### config.mk
export PLATFORM = sky130hd
export DESIGN_NAME = abelian_square_suffix_detector_top
export DESIGN_NICKNAME = d
export VERILOG_FILES = /design/src/rtl/core/asd_pkg.sv /design/src/rtl/core/asd_tracker.sv /design/src/rtl/core/asd_select.sv /design/src/rtl/core/abelian_square_suffix_detector_top.sv
export VERILOG_INCLUDE_DIRS = /design/src /design/src/rtl/core
export SDC_FILE = /design/constraint.sdc
export NUM_CORES = 2
export LEC_CHECK = 0
export ABC_AREA = 1
export BUFFER_PORTS_ARGS = -buffer_cell sky130_fd_sc_hd__buf_2
export CAP_MARGIN = 15
export CORE_MARGIN = 10
export CORE_UTILIZATION = 45
export CTS_CLUSTER_DIAMETER = 150
export DETAILED_ROUTE_END_ITERATION = 8
export SYNTH_ARGS = -nofsm -noshare
export SYNTH_HDL_FRONTEND = slang
export SYNTH_SLANG_ARGS = --single-unit
### constraint.sdc
create_clock -name clk -period 65.1 [get_ports clk]
set_input_delay 9.765 -clock clk [delete_from_list [all_inputs] [get_ports clk]]
set_output_delay 9.765 -clock clk [all_outputs]
set_load 0.02 [all_outputs]
### src/rtl/core/abelian_square_suffix_detector_top_defines.svh
// Assertion macros shared by the detector modules.
// Each macro expects a clock named clk and a reset named arst_n in scope.
`ifndef ABELIAN_SQUARE_SUFFIX_DETECTOR_TOP_DEFINES_SVH
`define ABELIAN_SQUARE_SUFFIX_DETECTOR_TOP_DEFINES_SVH

// Same-cycle implication.
`define ASD_ASSERT_NOW(label, ante, cons, msg) \
	label: assert property (@(posedge clk) disable iff (!arst_n) (ante) |-> (cons)) \
		else $error(msg);

// Next-cycle implication.
`define ASD_ASSERT_NEXT(label, ante, cons, msg) \
	label: assert property (@(posedge clk) disable iff (!arst_n) (ante) |=> (cons)) \
		else $error(msg);

`endif

### src/rtl/core/asd_pkg.sv
package asd_pkg;

	localparam int MAX_HALF_DEF = 40;
	localparam int LETTER_W     = 2;
	localparam int CFG_W        = 6;
	localparam int HALF_W       = 6;
	localparam int WLEN_W       = 7;
	// Letters a, b, c carry difference counters; the fourth code needs none
	// (see tracker).
	localparam int NUM_TRACKED  = 3;
	localparam logic [CFG_W-1:0] MAX_HALF_RST = 6'd40;

	typedef struct packed {
		logic [LETTER_W-1:0] letter;
		logic                new_word;
	} in_item_t;

	typedef struct packed {
		logic              square_found;
		logic [HALF_W-1:0] half_length;
		logic [WLEN_W-1:0] word_length;
	} out_item_t;

endpackage

### src/rtl/core/asd_tracker.sv
`include "abelian_square_suffix_detector_top_defines.svh"

module asd_tracker import asd_pkg::*; #(
	parameter int MAX_HALF = MAX_HALF_DEF,
	localparam int HD      = 2 * MAX_HALF,
	localparam int LEN_W   = $clog2(HD + 1),
	localparam int DW      = $clog2(MAX_HALF + 1) + 1
) (
	input  logic                clk,
	input  logic                arst_n,
	input  logic                in_valid,
	output logic                in_ready,
	input  in_item_t            in_data,
	input  logic                s1_take,
	output logic                valid_s1,
	output logic [MAX_HALF:2]   hit_s1,
	output logic [LEN_W-1:0]    len_s1
);

	logic [LETTER_W-1:0] hist_q [HD];
	logic [LEN_W-1:0]    len_q;
	// Per block length k and letter: count in newer half minus count in
	// older half, two's complement, DW bits.
	logic [DW-1:0]       diff_q [2:MAX_HALF][NUM_TRACKED];
	logic [DW-1:0]       diff_d [2:MAX_HALF][NUM_TRACKED];
	logic [MAX_HALF:2]   hit_d;
	logic [LEN_W-1:0]    len_old;
	logic [LEN_W-1:0]    len_new;
	logic                accept;

	assign accept   = in_valid && in_ready;
	assign in_ready = !valid_s1 || s1_take;

	assign len_old = in_data.new_word ? '0 : len_q;
	assign len_new = (len_old < LEN_W'(HD)) ? len_old + LEN_W'(1) : len_old;

	// Incremental update per k: the new letter enters the newer half,
	// old position k-1 crosses into the older half, old position 2k-1 drops
	// out. Positions beyond the current word do not count, so a fresh word
	// starts every counter from zero. The fourth letter code is only ever
	// compared with both halves full, where its difference is minus the sum
	// of the other three.
	always_comb begin
		logic [DW-1:0] base;
		logic          va;
		logic          vb;
		logic          all_zero;
		for (int k = 2; k <= MAX_HALF; k++) begin
			va       = LEN_W'(k - 1) < len_old;
			vb       = LEN_W'(2 * k - 1) < len_old;
			all_zero = 1'b1;
			for (int c = 0; c < NUM_TRACKED; c++) begin
				base = (len_old == '0) ? '0 : diff_q[k][c];
				diff_d[k][c] = base
					+ DW'(in_data.letter == LETTER_W'(c))
					- DW'(2 * (va && hist_q[k - 1] == LETTER_W'(c)))
					+ DW'(vb && hist_q[2 * k - 1] == LETTER_W'(c));
				all_zero = all_zero && (diff_d[k][c] == '0);
			end
			hit_d[k] = all_zero && (len_new >= LEN_W'(2 * k));
		end
	end

	always_ff @(posedge clk or negedge arst_n) begin
		if (!arst_n) begin
			len_q    <= '0;
			valid_s1 <= 1'b0;
		end else if (accept) begin
			len_q    <= len_new;
			valid_s1 <= 1'b1;
		end else if (s1_take) begin
			valid_s1 <= 1'b0;
		end
	end

	always_ff @(posedge clk) begin
		if (accept) begin
			hist_q[0] <= in_data.letter;
			for (int i = 1; i < HD; i++) begin
				hist_q[i] <= hist_q[i - 1];
			end
			diff_q <= diff_d;
			hit_s1 <= hit_d;
			len_s1 <= len_new;
		end
	end

	`ASD_ASSERT_NOW(a_len_bound, 1'b1, len_q <= LEN_W'(HD), "length above history depth")
	`ASD_ASSERT_NEXT(a_len_fresh, accept && in_data.new_word, len_q == LEN_W'(1),
		"fresh word must restart length at one")
	`ASD_ASSERT_NEXT(a_len_step, accept && !in_data.new_word && len_q < LEN_W'(HD),
		len_q == $past(len_q) + LEN_W'(1), "length must grow by one per letter")

endmodule

### src/rtl/core/asd_select.sv
`include "abelian_square_suffix_detector_top_defines.svh"

module asd_select import asd_pkg::*; #(
	parameter int MAX_HALF = MAX_HALF_DEF,
	localparam int HD      = 2 * MAX_HALF,
	localparam int LEN_W   = $clog2(HD + 1),
	localparam int KW      = $clog2(MAX_HALF + 1)
) (
	input  logic              clk,
	input  logic              arst_n,
	input  logic [CFG_W-1:0]  max_half,
	input  logic              valid_s1,
	input  logic [MAX_HALF:2] hit_s1,
	input  logic [LEN_W-1:0]  len_s1,
	output logic              s1_take,
	output logic              out_valid,
	input  logic              out_ready,
	output out_item_t         out_data
);

	logic [KW-1:0]           k_min;
	logic                    found;
	logic [KW+HALF_W-1:0]    k_ext;
	logic [LEN_W+WLEN_W-1:0] len_ext;
	out_item_t               res_d;

	assign s1_take = !out_valid || out_ready;

	// Smallest enabled k wins: scan downward so the last hit kept is lowest.
	always_comb begin
		k_min = '0;
		found = 1'b0;
		for (int k = MAX_HALF; k >= 2; k--) begin
			if (hit_s1[k] && k <= int'(max_half)) begin
				k_min = KW'(k);
				found = 1'b1;
			end
		end
	end

	assign k_ext   = {{HALF_W{1'b0}}, k_min};
	assign len_ext = {{WLEN_W{1'b0}}, len_s1};

	always_comb begin
		res_d.square_found = found;
		res_d.half_length  = k_ext[HALF_W-1:0];
		res_d.word_length  = len_ext[WLEN_W-1:0];
	end

	always_ff @(posedge clk or negedge arst_n) begin
		if (!arst_n) begin
			out_valid <= 1'b0;
		end else if (s1_take) begin
			out_valid <= valid_s1;
		end
	end

	always_ff @(posedge clk) begin
		if (s1_take && valid_s1) begin
			out_data <= res_d;
		end
	end

	`ASD_ASSERT_NEXT(a_load_shows, s1_take && valid_s1, out_valid,
		"stage result not presented")
	`ASD_ASSERT_NOW(a_found_k, out_valid && !out_data.square_found,
		out_data.half_length == '0, "length reported without a square")

endmodule

### src/rtl/core/abelian_square_suffix_detector_top.sv
// Channel  Direction  Handshake              Payload
// in       input      in_valid / in_ready    in_data  (in_item_t: letter, new_word)
// out      output     out_valid / out_ready  out_data (out_item_t: square_found,
//                                                      half_length, word_length)
// cfg      input      cfg_valid / cfg_ready  cfg_data (max_half, 6 bits)
//
// One letter per cycle while the output is not stalled; each transaction's result
// is registered in the tracker stage (s1 hit register), then in the output register.
// The per-k difference counters update in the accept cycle.
// Reset clears the word length, the configured maximum (to 40) and both
// valid flags; history and counters need no reset.
// A stalled output holds in place; input is still taken while s1 is empty.
// cfg_ready is always high.
module abelian_square_suffix_detector_top import asd_pkg::*; #(
	parameter int MAX_HALF = MAX_HALF_DEF
) (
	input  logic             clk,
	input  logic             arst_n,
	input  logic             in_valid,
	output logic             in_ready,
	input  in_item_t         in_data,
	output logic             out_valid,
	input  logic             out_ready,
	output out_item_t        out_data,
	input  logic             cfg_valid,
	output logic             cfg_ready,
	input  logic [CFG_W-1:0] cfg_data
);

	localparam int HD    = 2 * MAX_HALF;
	localparam int LEN_W = $clog2(HD + 1);

	logic [CFG_W-1:0]  max_half_q;
	logic              s1_take;
	logic              valid_s1;
	logic [MAX_HALF:2] hit_s1;
	logic [LEN_W-1:0]  len_s1;

	// Config register: the user must write it only while idle (the block does not enforce this), so no shadowing.
	assign cfg_ready = 1'b1;

	always_ff @(posedge clk or negedge arst_n) begin
		if (!arst_n) begin
			max_half_q <= MAX_HALF_RST;
		end else if (cfg_valid && cfg_ready) begin
			max_half_q <= cfg_data;
		end
	end

	// History shift line, word length and per-k difference counters;
	// registers which block lengths close an abelian square.
	asd_tracker #(
		.MAX_HALF (MAX_HALF)
	) u_tracker (
		.clk      (clk),
		.arst_n   (arst_n),
		.in_valid (in_valid),
		.in_ready (in_ready),
		.in_data  (in_data),
		.s1_take  (s1_take),
		.valid_s1 (valid_s1),
		.hit_s1   (hit_s1),
		.len_s1   (len_s1)
	);

	// Applies the configured limit, picks the smallest k, holds the result.
	asd_select #(
		.MAX_HALF (MAX_HALF)
	) u_select (
		.clk       (clk),
		.arst_n    (arst_n),
		.max_half  (max_half_q),
		.valid_s1  (valid_s1),
		.hit_s1    (hit_s1),
		.len_s1    (len_s1),
		.s1_take   (s1_take),
		.out_valid (out_valid),
		.out_ready (out_ready),
		.out_data  (out_data)
	);

endmodule
==> metrics <==
status=complete, no violations; antenna-violating nets left=0; yosys warns=0; clk root buf=clkbuf_16; post_cts resized=0; Worst Path Required=~55000 ps; Remaining Overflow, GRT=0; Final Util=0.497; vias per inst=around 5.0; clk slew on worst S/H paths=60 ps; number of max-cap violations=0; Reg-to-Reg Start=u_tracker.len_q[6]; core footprint=between 100000 and 150000 um2; hold buffers post-CTS=0; worst hold start=u_tracker.len_s1[2]; crit share post-route=0.307; post-synth net total=7774; EDFF count, synth=a little over 1000; minimum clock period=approximately 20000 ps; Crit. Startpoint=out_ready; slowest cell delay on critical path=approximately 180 ps; IO buf count=29; DRT Wirelength=roughly 160000 um; Skew-Pair Late Insertion Delay=between 700 and 800 ps; syn_area_per_cell=a little under 10 um2; crit-path cells=buf_2, inv_1, nand3_1, buf_2; Inst Count DP=a little under 9000; share of cells above drive strength 1=0.0440; critical path endpoint category=output pin; antenna violations before repair=5; pins over their slew limit=0; Synth Cell Area=approximately 68000 um2; Initial DRT Pass Iterations=8; maximum clock rate=between 40 and 50 MHz; count of state elements after synthesis=1054; fill count=13586; post-synthesis cell count=around 6900; clk sinks=roughly 1100; post-synthesis sequential area ratio=0.466; DRC viols=0; DIE WIDTH=408 um; CTS tree=yes; first-pass GRT wire length=244000 um; worst-case clock buffer depth=3; Worst R2R Setup Slack=between 50000 and 60000 ps; WP data arrival=10250 ps; Final setup viols=0; post-synthesis cell type count=56; PD cells=48.6 nW/um2; Non-Filler Instances=slightly above 9000; dpl hpwl=about 110000 um; TritonCTS Buffers=130; FFs w/ async S/R, synth=0.0142; Cell Rows=~140; RSZ-0062 raised after global routing=false; clk_skew=27.8 ps; worst min path class=reg2reg; vias in the first global route=45283; via count=approximately 46000; GPL Wtd Cong=between 0.8 and 0.9; CP Launch Type=primary input; Starting Density=0.453; Final Hold Vio Count=0; Total Power=roughly 3.6 mW; Nets=slightly below 8000; Fin Setup TNS=0 ps; WHS=418 ps; Tot GR Track Use=0.184; largest net degree at the start of global routing=166; Post-CTS Setup Bufs=0; VDD IR-drop max=approximately 31 uV; critical path's slowest cell=buf_2; top_reg_cell synth=edfxtp_1; Least-Margin Pin Slew=between 1000 and 1500 ps; Leakage=34.5 nW; DR iter-0 viols=between 3000 and 4000; IO Pins=31; relative slew slack=0.266; Die ar.=167000 um2; CP most frequent cell=buf_2; area grow syn2layout=9.90%; maximum net fanout on the critical path=3; Crit Path Class=in2out; Die Y=408 um; DR WL/cell=between 15 and 20 um; CTS HTree Levels=4
## final cells by class
class                           instances  area (um2)  area share
Sequential cell                      1054       31600       0.424
Tap cell                             2016        2520      0.0339
Antenna cell                            3        7.51    0.000101
Clock buffer                          170        3560      0.0478
Multi-Input combinational cell       4438       30700       0.412
Inverter                             1347        5070      0.0681
Clock inverter                         61         574     0.00771
Timing Repair Buffer                   69         470     0.00631
## where the power goes
| part | switching (mW) | internal, mW |
|---|---|---|
| Sequential | 0.0838 | 1.14 |
| Clock | 0.289 | 0.427 |
| Combinational | 1.02 | 0.656 |
| Total | 1.39 | 2.23 |
## synthesized netlist by cell type, types with 3 or more instances
library cell	n	area share
or2_2	22	0.0020
nand2_1	1301	0.072
edfxtp_1	1039	0.46
buf_1	3	0.00017
inv_2	8	0.00044
o21ai_1	4	0.00030
nor2_1	252	0.014
a2111o_1	3	0.00050
dfrtp_1	13	0.0048
and3_1	4	0.00037
o21ai_0	321	0.024
nand3b_1	11	0.0012
fa_1	117	0.035
a21oi_1	404	0.030
xor2_1	470	0.061
nor4_1	119	0.011
a31oi_1	5	0.00046
a21o_1	68	0.0075
nor2_2	3	0.00028
nor3_1	123	0.0091
nand2_4	3	0.00050
buf_2	69	0.0051
o21bai_1	4	0.00044
o211ai_1	4	0.00044
a2111oi_0	3	0.00039
inv_1	1339	0.074
nor2_4	7	0.0012
nand3_1	170	0.013
ha_1	704	0.13
or4_1	9	0.0010
nor3b_1	4	0.00044
nand4_1	43	0.0040
clkbuf_1	24	0.0013
or3_1	3	0.00028
xnor2_1	234	0.030
## critical path: cells and delay by family
family / cells / cell delay, ps
buffers and inverters: 3 / 370
AND/OR/NAND/NOR: 1 / 110
## sequential cells by signal (all words and copies together) (netlist names)
signal              count
max_half_q              6
u_select.out_data      14
u_select.out_valid      1
u_tracker.diff_q      819
u_tracker.hist_q      160
u_tracker.hit_s1       39
u_tracker.len_q         7
u_tracker.len_s1        7
u_tracker.valid_s1      1
## stage by stage
stage | instance area (um2) | setup slack [ps]
after floorplan | 67800 | 24930
after global placement | 70400 | 45030
after detailed placement | 70400 | 45070
after CTS | 74500 | 45070
after global routing | 74500 | 45030
final | 74500 | 45080
## final timing paths
kind / endpoint / cells after the start
hold / removal: u_select.out_data[2] / 0
setup / recovery: in_ready / 4
setup reg to reg: u_tracker.hit_s1[39] / 23
hold reg to reg: u_select.out_data[2] / 0
min in group asynchronous: max_half_q[0] / 1
max in group asynchronous: u_select.out_valid / 1
## metal layers
| metal | routed length [um] | vias to the layer above | global-route usage |
|---|---|---|---|
| li1 | - | 23258 | - |
| met4 | 4330 | 0 | 0.0529 |
| met5 | 0 | - | 0 |
| met1 | 71800 | 21575 | 0.249 |
| met3 | 7880 | 211 | 0.0287 |
| met2 | 71500 | 824 | 0.304 |
## kinds of logic after synthesis
| logic type | count (synthesis) | synth area share |
|---|---|---|
| buffers and inverters | 1447 | 0.0818 |
| AOI/OAI and AO/OA | 826 | 0.0652 |
| other | 1 | 0.0000553 |
| and+or+nand+nor | 2083 | 0.131 |
| DFF | 1054 | 0.466 |
| xor gates and xnor gates | 706 | 0.0914 |
| adders and majority gates | 821 | 0.164 |
| muxes | 1 | 0.000166 |
## cell usage in the layout, fill, tap and decap left out, drive strengths merged, types with 44 or more instances in the layout
cell and count:
a21o 68, a21oi 405, buf 69, clkbuf 170, clkinv 44, edfxtp 1039
fa 117, ha 704, inv 1351, nand2 1306, nand3 173, nor2 263
nor3 123, nor4 119, o21ai 325, xnor2 234, xor2 472
Note: power is estimated with default switching activity, not from simulation.
